### src/sv/pds_pkg.sv
package pds_pkg;

    localparam int NUM_CHANNELS = 8;
    localparam int CLK_W = 30;
    localparam int DIV_W = 31;

    localparam logic [1:0] OP_CONFIGURE = 2'd0;
    localparam logic [1:0] OP_ENABLE    = 2'd1;
    localparam logic [1:0] OP_DISABLE   = 2'd2;

    localparam logic [1:0] STATUS_OK        = 2'd0;
    localparam logic [1:0] STATUS_ZERO      = 2'd1;
    localparam logic [1:0] STATUS_NO_DIVIDE = 2'd2;

    localparam logic [29:0] CLOCK_RESET = 30'd40000000;
    localparam logic [30:0] NS_PER_S    = 31'd1000000000;
    localparam logic [7:0]  MIN_TCNT    = 8'd100;
    localparam logic [15:0] MAX_TCNT    = 16'hFFF0;
    localparam logic [7:0]  TOP_PRESC   = 8'd255;
    localparam logic [7:0]  PRESC_STEP  = 8'd16;
    localparam logic [2:0]  TOP_MUX     = 3'd4;

    typedef enum logic [3:0] {
        ST_IDLE,
        ST_BASE_START,
        ST_BASE_WAIT,
        ST_TRY_START,
        ST_TRY_WAIT,
        ST_FP_START,
        ST_FP_WAIT,
        ST_PER_START,
        ST_PER_WAIT,
        ST_DUTY_START,
        ST_DUTY_WAIT,
        ST_DONE
    } state_t;

    typedef struct packed {
        logic [1:0]  status;
        logic [7:0]  prescaler_setting;
        logic [2:0]  mux_setting;
        logic [30:0] period_count;
        logic [30:0] compare_count;
        logic [28:0] tick_rate_hz;
    } result_t;

    typedef struct packed {
        logic [1:0]  operation;
        logic [2:0]  channel;
        logic [30:0] req_period;
        logic [30:0] duty_ns;
    } request_t;

endpackage

### src/sv/pds_stream_if.sv
interface pds_stream_if #(parameter type payload_t = logic);
    logic     valid;
    logic     ready;
    payload_t data;

    modport source (output valid, output data, input ready);
    modport sink (input valid, input data, output ready);
endinterface

### src/sv/pds_divider.sv
module pds_divider (
    input  logic                    clk,
    input  logic                    rst_n,
    input  logic                    start,
    input  logic [pds_pkg::DIV_W-1:0] dividend,
    input  logic [pds_pkg::DIV_W-1:0] divisor,
    output logic                    busy,
    output logic [pds_pkg::DIV_W-1:0] quotient
);
    import pds_pkg::*;

    localparam int CNT_W = $clog2(DIV_W + 1);

    logic [DIV_W-1:0] rem_reg, rem_next;
    logic [DIV_W-1:0] quo_reg, quo_next;
    logic [DIV_W-1:0] dvs_reg;
    logic [CNT_W-1:0] cnt_reg, cnt_next;
    logic [DIV_W:0]   trial;

    always_comb
    begin
        trial = {rem_reg, quo_reg[DIV_W-1]};
        rem_next = rem_reg;
        quo_next = quo_reg;
        cnt_next = cnt_reg;
        if (start)
        begin
            rem_next = '0;
            quo_next = dividend;
            cnt_next = CNT_W'(DIV_W);
        end
        else if (cnt_reg != '0)
        begin
            if (trial >= {1'b0, dvs_reg})
            begin
                rem_next = DIV_W'(trial - {1'b0, dvs_reg});
                quo_next = {quo_reg[DIV_W-2:0], 1'b1};
            end
            else
            begin
                rem_next = trial[DIV_W-1:0];
                quo_next = {quo_reg[DIV_W-2:0], 1'b0};
            end
            cnt_next = cnt_reg - 1'b1;
        end
    end

    always_ff @(posedge clk or negedge rst_n)
    begin
        if (!rst_n)
        begin
            cnt_reg <= '0;
        end
        else
        begin
            cnt_reg <= cnt_next;
        end
    end

    always_ff @(posedge clk)
    begin
        rem_reg <= rem_next;
        quo_reg <= quo_next;
        if (start)
        begin
            dvs_reg <= divisor;
        end
    end

    assign busy     = (cnt_reg != '0);
    assign quotient = quo_reg;
endmodule

### src/sv/pwm_divider_search_core.sv
// Enable, disable, unused codes and a zero period go straight to the result.
// Configure: one 31-step division for the base rate, one per trial (up to 64)
// and one each for fp, period and duty.
// One item at a time: a request is taken only in idle, and all divisions share the single serial divider.
// The next item is accepted once the result transfer completes.
// Reset: running flags and group prescalers clear, clock register 40000000.
module pwm_divider_search_core (
    input  logic                    clk,
    input  logic                    rst_n,
    input  logic                    cfg_we,
    input  logic [pds_pkg::CLK_W-1:0] cfg_wdata,
    pds_stream_if.sink              req,
    pds_stream_if.source            rsp
);
    import pds_pkg::*;

    state_t state_reg, state_next;
    logic [CLK_W-1:0] clock_reg;
    logic [NUM_CHANNELS-1:0] run_reg, run_next;
    logic [7:0] gp_reg [2];
    logic [7:0] gp_next [2];
    request_t req_reg;
    result_t res_reg, res_next;
    logic [7:0] presc_reg, presc_next;
    logic [2:0] mux_reg, mux_next;
    logic busy_mode_reg, busy_mode_next;
    logic [30:0] base_reg, base_next;
    logic [30:0] f_reg, f_next;
    logic [30:0] fp_reg, fp_next;
    logic div_start;
    logic [DIV_W-1:0] div_a, div_b, div_q;
    logic div_busy;
    logic [1:0] ch;
    logic grp;
    logic gbusy;
    logic [38:0] fmin;
    logic [46:0] fmax;
    logic hit;

    pds_divider u_div (
        .clk      (clk),
        .rst_n    (rst_n),
        .start    (div_start),
        .dividend (div_a),
        .divisor  (div_b),
        .busy     (div_busy),
        .quotient (div_q)
    );

    assign ch   = req_reg.channel[1:0];
    assign grp  = ch[1];
    assign fmin = 39'(base_reg) * 39'(MIN_TCNT);
    assign fmax = 47'(base_reg) * 47'(MAX_TCNT);
    assign hit  = (fmin < 39'(div_q)) && (47'(div_q) < fmax);

    always_comb
    begin
        unique case (ch)
            2'd0: gbusy = run_reg[1];
            2'd1: gbusy = run_reg[0];
            2'd2: gbusy = run_reg[3] | run_reg[4];
            default: gbusy = run_reg[2] | run_reg[4];
        endcase
    end

    always_comb
    begin
        state_next = state_reg;
        run_next = run_reg;
        gp_next = gp_reg;
        res_next = res_reg;
        presc_next = presc_reg;
        mux_next = mux_reg;
        busy_mode_next = busy_mode_reg;
        base_next = base_reg;
        f_next = f_reg;
        fp_next = fp_reg;
        div_start = 1'b0;
        div_a = NS_PER_S;
        div_b = req_reg.req_period;
        unique case (state_reg)
            ST_IDLE:
            begin
                if (req.valid)
                begin
                    res_next = '0;
                    unique case (req.data.operation)
                        OP_ENABLE, OP_DISABLE:
                        begin
                            if (32'(req.data.channel) < NUM_CHANNELS)
                            begin
                                run_next[req.data.channel] =
                                    (req.data.operation == OP_ENABLE);
                            end
                            state_next = ST_DONE;
                        end
                        OP_CONFIGURE:
                        begin
                            if (req.data.req_period == '0)
                            begin
                                res_next.status = STATUS_ZERO;
                                state_next = ST_DONE;
                            end
                            else
                            begin
                                state_next = ST_BASE_START;
                            end
                        end
                        default: state_next = ST_DONE;
                    endcase
                end
            end
            ST_BASE_START:
            begin
                div_start = 1'b1;
                busy_mode_next = gbusy;
                presc_next = gbusy ? gp_reg[grp] : TOP_PRESC;
                mux_next = TOP_MUX;
                state_next = ST_BASE_WAIT;
            end
            ST_BASE_WAIT:
            begin
                if (!div_busy)
                begin
                    base_next = div_q;
                    state_next = ST_TRY_START;
                end
            end
            ST_TRY_START:
            begin
                div_start = 1'b1;
                div_a = 31'(clock_reg >> mux_reg);
                div_b = 31'(presc_reg) + 31'd1;
                state_next = ST_TRY_WAIT;
            end
            ST_TRY_WAIT:
            begin
                if (!div_busy)
                begin
                    if (hit)
                    begin
                        f_next = div_q;
                        state_next = ST_FP_START;
                    end
                    else if (mux_reg != 3'd1)
                    begin
                        mux_next = mux_reg - 1'b1;
                        state_next = ST_TRY_START;
                    end
                    else if (!busy_mode_reg && presc_reg >= PRESC_STEP)
                    begin
                        mux_next = TOP_MUX;
                        presc_next = presc_reg - PRESC_STEP;
                        state_next = ST_TRY_START;
                    end
                    else
                    begin
                        res_next.status = STATUS_NO_DIVIDE;
                        state_next = ST_DONE;
                    end
                end
            end
            ST_FP_START:
            begin
                div_start = 1'b1;
                div_b = f_reg;
                state_next = ST_FP_WAIT;
            end
            ST_FP_WAIT:
            begin
                if (!div_busy)
                begin
                    fp_next = div_q;
                    state_next = ST_PER_START;
                end
            end
            ST_PER_START:
            begin
                div_start = 1'b1;
                div_a = req_reg.req_period;
                div_b = fp_reg;
                state_next = ST_PER_WAIT;
            end
            ST_PER_WAIT:
            begin
                if (!div_busy)
                begin
                    res_next.period_count = div_q;
                    state_next = ST_DUTY_START;
                end
            end
            ST_DUTY_START:
            begin
                div_start = 1'b1;
                div_a = req_reg.duty_ns;
                div_b = fp_reg;
                state_next = ST_DUTY_WAIT;
            end
            ST_DUTY_WAIT:
            begin
                if (!div_busy)
                begin
                    res_next.compare_count = div_q;
                    res_next.status = STATUS_OK;
                    res_next.prescaler_setting = presc_reg;
                    res_next.mux_setting = mux_reg;
                    res_next.tick_rate_hz = f_reg[28:0];
                    gp_next[grp] = presc_reg;
                    state_next = ST_DONE;
                end
            end
            ST_DONE:
            begin
                if (rsp.ready)
                begin
                    state_next = ST_IDLE;
                end
            end
            default: state_next = ST_IDLE;
        endcase
    end

    always_ff @(posedge clk or negedge rst_n)
    begin
        if (!rst_n)
        begin
            state_reg <= ST_IDLE;
            clock_reg <= CLOCK_RESET;
            run_reg <= '0;
            gp_reg[0] <= '0;
            gp_reg[1] <= '0;
        end
        else
        begin
            state_reg <= state_next;
            run_reg <= run_next;
            gp_reg <= gp_next;
            if (cfg_we)
            begin
                clock_reg <= cfg_wdata;
            end
        end
    end

    always_ff @(posedge clk)
    begin
        if (state_reg == ST_IDLE && req.valid)
        begin
            req_reg <= req.data;
        end
        res_reg <= res_next;
        presc_reg <= presc_next;
        mux_reg <= mux_next;
        busy_mode_reg <= busy_mode_next;
        base_reg <= base_next;
        f_reg <= f_next;
        fp_reg <= fp_next;
    end

    assign req.ready = (state_reg == ST_IDLE);
    assign rsp.valid = (state_reg == ST_DONE);
    assign rsp.data  = res_reg;
endmodule

### src/flat_wrapper.sv
// flat-port wrapper written by rule: the top's interface ports become plain ports
module pwm_divider_search_core_flat import pds_pkg::*;
  (clk, rst_n, cfg_we, cfg_wdata, req_valid, req_data, req_ready, rsp_valid, rsp_data, rsp_ready);
  pds_stream_if #(.payload_t(request_t)) req_i ();
  pds_stream_if #(.payload_t(result_t)) rsp_i ();
  input  logic clk;
  input  logic rst_n;
  input  logic cfg_we;
  input  logic [pds_pkg::CLK_W-1:0] cfg_wdata;
  input wire logic [$bits(req_i.valid)-1:0] req_valid;
  input wire logic [$bits(req_i.data)-1:0] req_data;
  output wire logic [$bits(req_i.ready)-1:0] req_ready;
  output wire logic [$bits(rsp_i.valid)-1:0] rsp_valid;
  output wire logic [$bits(rsp_i.data)-1:0] rsp_data;
  input wire logic [$bits(rsp_i.ready)-1:0] rsp_ready;
  assign req_i.valid = req_valid;
  assign req_i.data = req_data;
  assign req_ready = req_i.ready;
  assign rsp_valid = rsp_i.valid;
  assign rsp_data = rsp_i.data;
  assign rsp_i.ready = rsp_ready;
  pwm_divider_search_core u_core (.clk(clk), .rst_n(rst_n), .cfg_we(cfg_we), .cfg_wdata(cfg_wdata), .req(req_i), .rsp(rsp_i));
endmodule
### config.mk
export PLATFORM = sky130hd
export DESIGN_NAME = pwm_divider_search_core_flat
export DESIGN_NICKNAME = d
export VERILOG_FILES = /design/src/sv/pds_pkg.sv /design/src/sv/pds_stream_if.sv /design/src/sv/pds_divider.sv /design/src/sv/pwm_divider_search_core.sv /design/src/flat_wrapper.sv
export SDC_FILE = /design/constraint.sdc
export NUM_CORES = 1
export LEC_CHECK = 0
export CAP_MARGIN = 25
export CORE_ASPECT_RATIO = 2
export CORE_MARGIN = 2
export CORE_UTILIZATION = 60
export DETAILED_ROUTE_END_ITERATION = 6
export DONT_BUFFER_PORTS = 1
export HOLD_SLACK_MARGIN = 0.12
export MAX_ROUTING_LAYER = met4
export PLACE_DENSITY = 0.76
export SLEW_MARGIN = 20
export SYNTH_ARGS = -nofsm -noshare
export SYNTH_HDL_FRONTEND = slang
export SYNTH_SLANG_ARGS = --single-unit
### constraint.sdc
create_clock -name clk -period 8.9 [get_ports clk]
set_clock_uncertainty 0.1 [all_clocks]
set_input_delay 0.89 -clock clk [delete_from_list [all_inputs] [get_ports clk]]
set_output_delay 0.89 -clock clk [all_outputs]
set_load 0.01 [all_outputs]
==> impl_results.md <==
* Outcome: complete, no violations
* Starting Density at between 60% and 70%
* Type of the worst min-delay path: input pin to flip-flop
* Setup repair after global routing missed its margin: false
* Vert. Die Dim at roughly 330 microns
* DR WL/cell at about 28 microns
* # IOs at roughly 210
* Crit-path leading delay family: adder cells
* Minimum period implied by the final worst setup slack at 8.27 ns
* Detail Placement HPWL at approximately 80000 microns
* Fraction of final layout cells with drive strength greater than 1 at ~7.4%
* Worst Hold Slack at 0.285 ns
* Total overflow reported by the global router at 0
* TritonCTS clock tree: yes
* Biggest fanout along the worst timing path at 7
* Post-route design area at 33600 sq um
* Post-Syn Area at 31400 sq um
* DRC errors left at 0
* Maximum number of pins on one net before global-route repair at 66
* Power density of the placed cells at 225 nW/um^2
* Hold violation count in the final report at 0
* Area fraction in compound gates after synthesis at between 10% and 20%
* Register-to-register path setup slack at 0.63 ns
* Clock Path Buffers at 3
* Post-CTS setup buffer count at 0
* Via density per instance at approximately 6.5
* Core box area at 51800 sq um
* Max FFs per register at between 100 and 150
* Number of setup violations in the final report at 0
* Die Outline Area at about 54000 sq um
* Via count of the first global-routing pass at 24200
* Post-route fraction of the period consumed by the critical path at approximately 93%
* Post-synth top area share at about a third
* Peak supply drop at 314 uV
* Main combinational cell family by area after synthesis: adder cells
* Total CTS buffers at 39
* Setup TNS at 0 ns
* Number of sinks on the clock net at 426
* Routed wire length at between 90000 and 100000 microns
* Fin nets at ~3500
* Data arrival time of the critical path at 8.37 ns
* First-pass GRT wire length at between 100000 and 150000 microns
* Register bit count reported by yosys at ~430
* Hold depth at 0
* Synthesized-area fraction occupied by and/or/nand/nor cells at about a tenth
* Sequential element share of the synthesized area at 38.8%
* Crit path largest cell delay at 0.72 ns
* Buffer cell driving the clock tree root: clkbuf_16
* R2R depth at 28
* Number of core rows at about 120
* Number of enable-type register cells in the synthesized netlist at around 340
* Count of yosys warnings during synthesis at 0
* Antenna viol nets, final at 0
* Startpoint of the lowest-slack hold path: req_data[18]
* Syn_area_per_cell at about 11 sq um
* Die W at 166 microns
* DP Area at between 30000 and 40000 sq um
* Antenna violations before repair at 10
* Worst slack at placement at a little under 0.7 ns
* Input/output buffers at 0
* Normalized max-slew margin at 25.7%
* Clock latency at the later pin of the worst-skew pair at slightly below 0.6 ns
* Reg-to-Reg Start: u_core.base_reg[3]
* Min setup slack post-route at about 0.63 ns
* Synthesized net count at roughly 3500
* Clock transition at path regs at about 0.070 ns
* Synth Instances at 2927
* Library cell contributing the largest single delay on the critical path: fa_1
* Worst setup path category: flip-flop to flip-flop
* Total number of vias at ~23000
* Final-report max-slew violation count at 0
* Top flip-flop cell by instance count after synthesis: edfxtp_1
* XOR/XNOR share of the synthesized area at approximately 2.5%
* Pin slew with the least headroom to its limit at between 1 and 1.5 ns
* Cell type with the largest total area after synthesis: edfxtp_1
* Startpoint types: flip-flop
* Critical path required time at between 9 and 10 ns
* Gpl congestion at 1.03
* Total track usage at 37.8%
* Total number of H-tree levels at 2
* Worst-case hold path end point: u_core.req_reg[18]
* DR iter-0 viols at about 2300
* Unique masters post-synth at 83
* Kind of capture point of the worst setup path: flip-flop
* Static leakage at 0.0148 uW
* Post-Synth Adder-Cell Area at around a quarter
* Top cells by area, synth: edfxtp_1 (32%), fa_1 (15%), ha_1 (10%)
* Max frequency at around 120 MHz
* Max-cap viol count at 0
* Capture instance of the worst register-to-register path: u_core.mux_reg[1]
* CP bufs+invs at 2
* Multiplexer share of the synthesized area at 4.32%
* Layout overhead on the synthesized area at 6.93%
* Total iterations of the first detailed-routing run at 6
* Async set or reset register ratio after synthesis at 14.1%
[synth_stat cells, types with 13 or more instances]
| library cell | number |
|---|---|
| nand2b_1 | 16 |
| dfrtp_1 | 52 |
| a21oi_1 | 168 |
| mux4_2 | 14 |
| xor2_1 | 35 |
| nor3_1 | 50 |
| nor2b_1 | 16 |
| a211oi_1 | 42 |
| inv_1 | 514 |
| edfxtp_1 | 335 |
| nand4_1 | 34 |
| a21o_1 | 39 |
| mux2_2 | 58 |
| a221oi_1 | 14 |
| nor4_1 | 45 |
| xnor2_1 | 55 |
| dfxtp_1 | 31 |
| o21a_1 | 16 |
| and3_1 | 50 |
| a31oi_1 | 13 |
| and2_1 | 18 |
| nand3_1 | 44 |
| o31ai_1 | 15 |
| nand2_1 | 132 |
| fa_1 | 229 |
| nor2_1 | 162 |
| mux2i_1 | 39 |
| clkbuf_1 | 107 |
| a222oi_1 | 47 |
| o21ai_0 | 112 |
| ha_1 | 262 |
[power breakdown]
part,internal [uW],switching (uW)
sequential,2820,496
clock,1080,798
combinational,751,1620
total,4660,2910
[layer usage]
metal  global-route usage [%]  wire length, microns  up-vias
li1                         -                     -    10200
met2                     67.7                 52800     1163
met3                     7.16                  6870      370
met5                        -                     0        -
met4                     27.3                  8910        0
met1                     36.1                 31200    11600
[worst reg2reg max path: cells and delay by family (launching register included)]
family	cells	cell delay, ns
flops	1	0.54
buf+inv	2	0.09
fa+ha+maj	7	3.22
simple gates	8	1.36
xor+xnor	1	0.14
compound gates	10	2.40
[stage by stage]
stage          total power (uW)  util [%]  cells
2_1_floorplan              4680         -   2927
3_3_place_gp               5550      62.0   3501
3_5_place_dp               5630      62.0   3502
4_1_cts                    7500      64.8   3575
5_1_grt                    7840      64.9   3586
6_report                   7570      64.9   3587
[how the worst max path moves through the flow]
stage          slack [ns]               start  cells after the start             endpoint
3_3_place_gp         0.71  u_core.base_reg[3]                     28  u_core.presc_reg[4]
3_5_place_dp         0.68  u_core.base_reg[3]                     28    u_core.mux_reg[1]
4_1_cts              0.65  u_core.base_reg[3]                     28    u_core.mux_reg[1]
6_report             0.63  u_core.base_reg[3]                     28    u_core.mux_reg[1]
5_1_grt              0.19  u_core.base_reg[3]                     28  u_core.presc_reg[4]
2_1_floorplan        1.05  u_core.base_reg[4]                     29      u_core.f_reg[0]
[cells in the final DEF, fill, tap and decap left out, types with 35 or more instances in the layout]
cell type	Yosys	layout
clkbuf_16	0	41
nor4_1	45	45
a21o_1	39	39
mux2_2	58	58
ha_1	262	262
inv_1	514	513
fa_1	229	229
and3_1	50	50
dfrtp_1	52	52
nand2_1	132	131
a211oi_1	42	42
xor2_1	35	35
a222oi_1	47	47
xnor2_1	55	55
o21ai_0	112	112
nor2_1	162	156
a21oi_1	168	166
edfxtp_1	335	335
nand3_1	44	44
mux2i_1	39	38
nor3_1	50	46
[area by class of cell]
type                    instances  area, sq um
fillers                      4062        18200
multi-input cells            1868        16900
flip-flops and latches        426        12200
inverters                     515         1930
clock buffers                  46         1050
well taps                     660          826
clock inverters                25          350
repair buffers                 35          298
diodes                         12         30.0
[cell families (layout without fill, tap and decap cells)]
| family | Yosys count | after routing |
|---|---|---|
| buffers and inverters | 633 | 621 |
| and+or+nand+nor | 610 | 610 |
| AOI/OAI and AO/OA | 566 | 566 |
| adders and majority gates | 491 | 491 |
| DFF | 426 | 426 |
| muxes | 111 | 111 |
| xor gates and xnor gates | 90 | 90 |
| other | 0 | 12 |
[what timing repair did]
item / in CTS / in global routing
hold endpoints to repair: 60 / 0
gates resized for setup: 0 / 0
hold buffers: 2 / 0
setup endpoints to repair: 0 / 0
No activity file was read; power rests on OpenSTA's default activity.
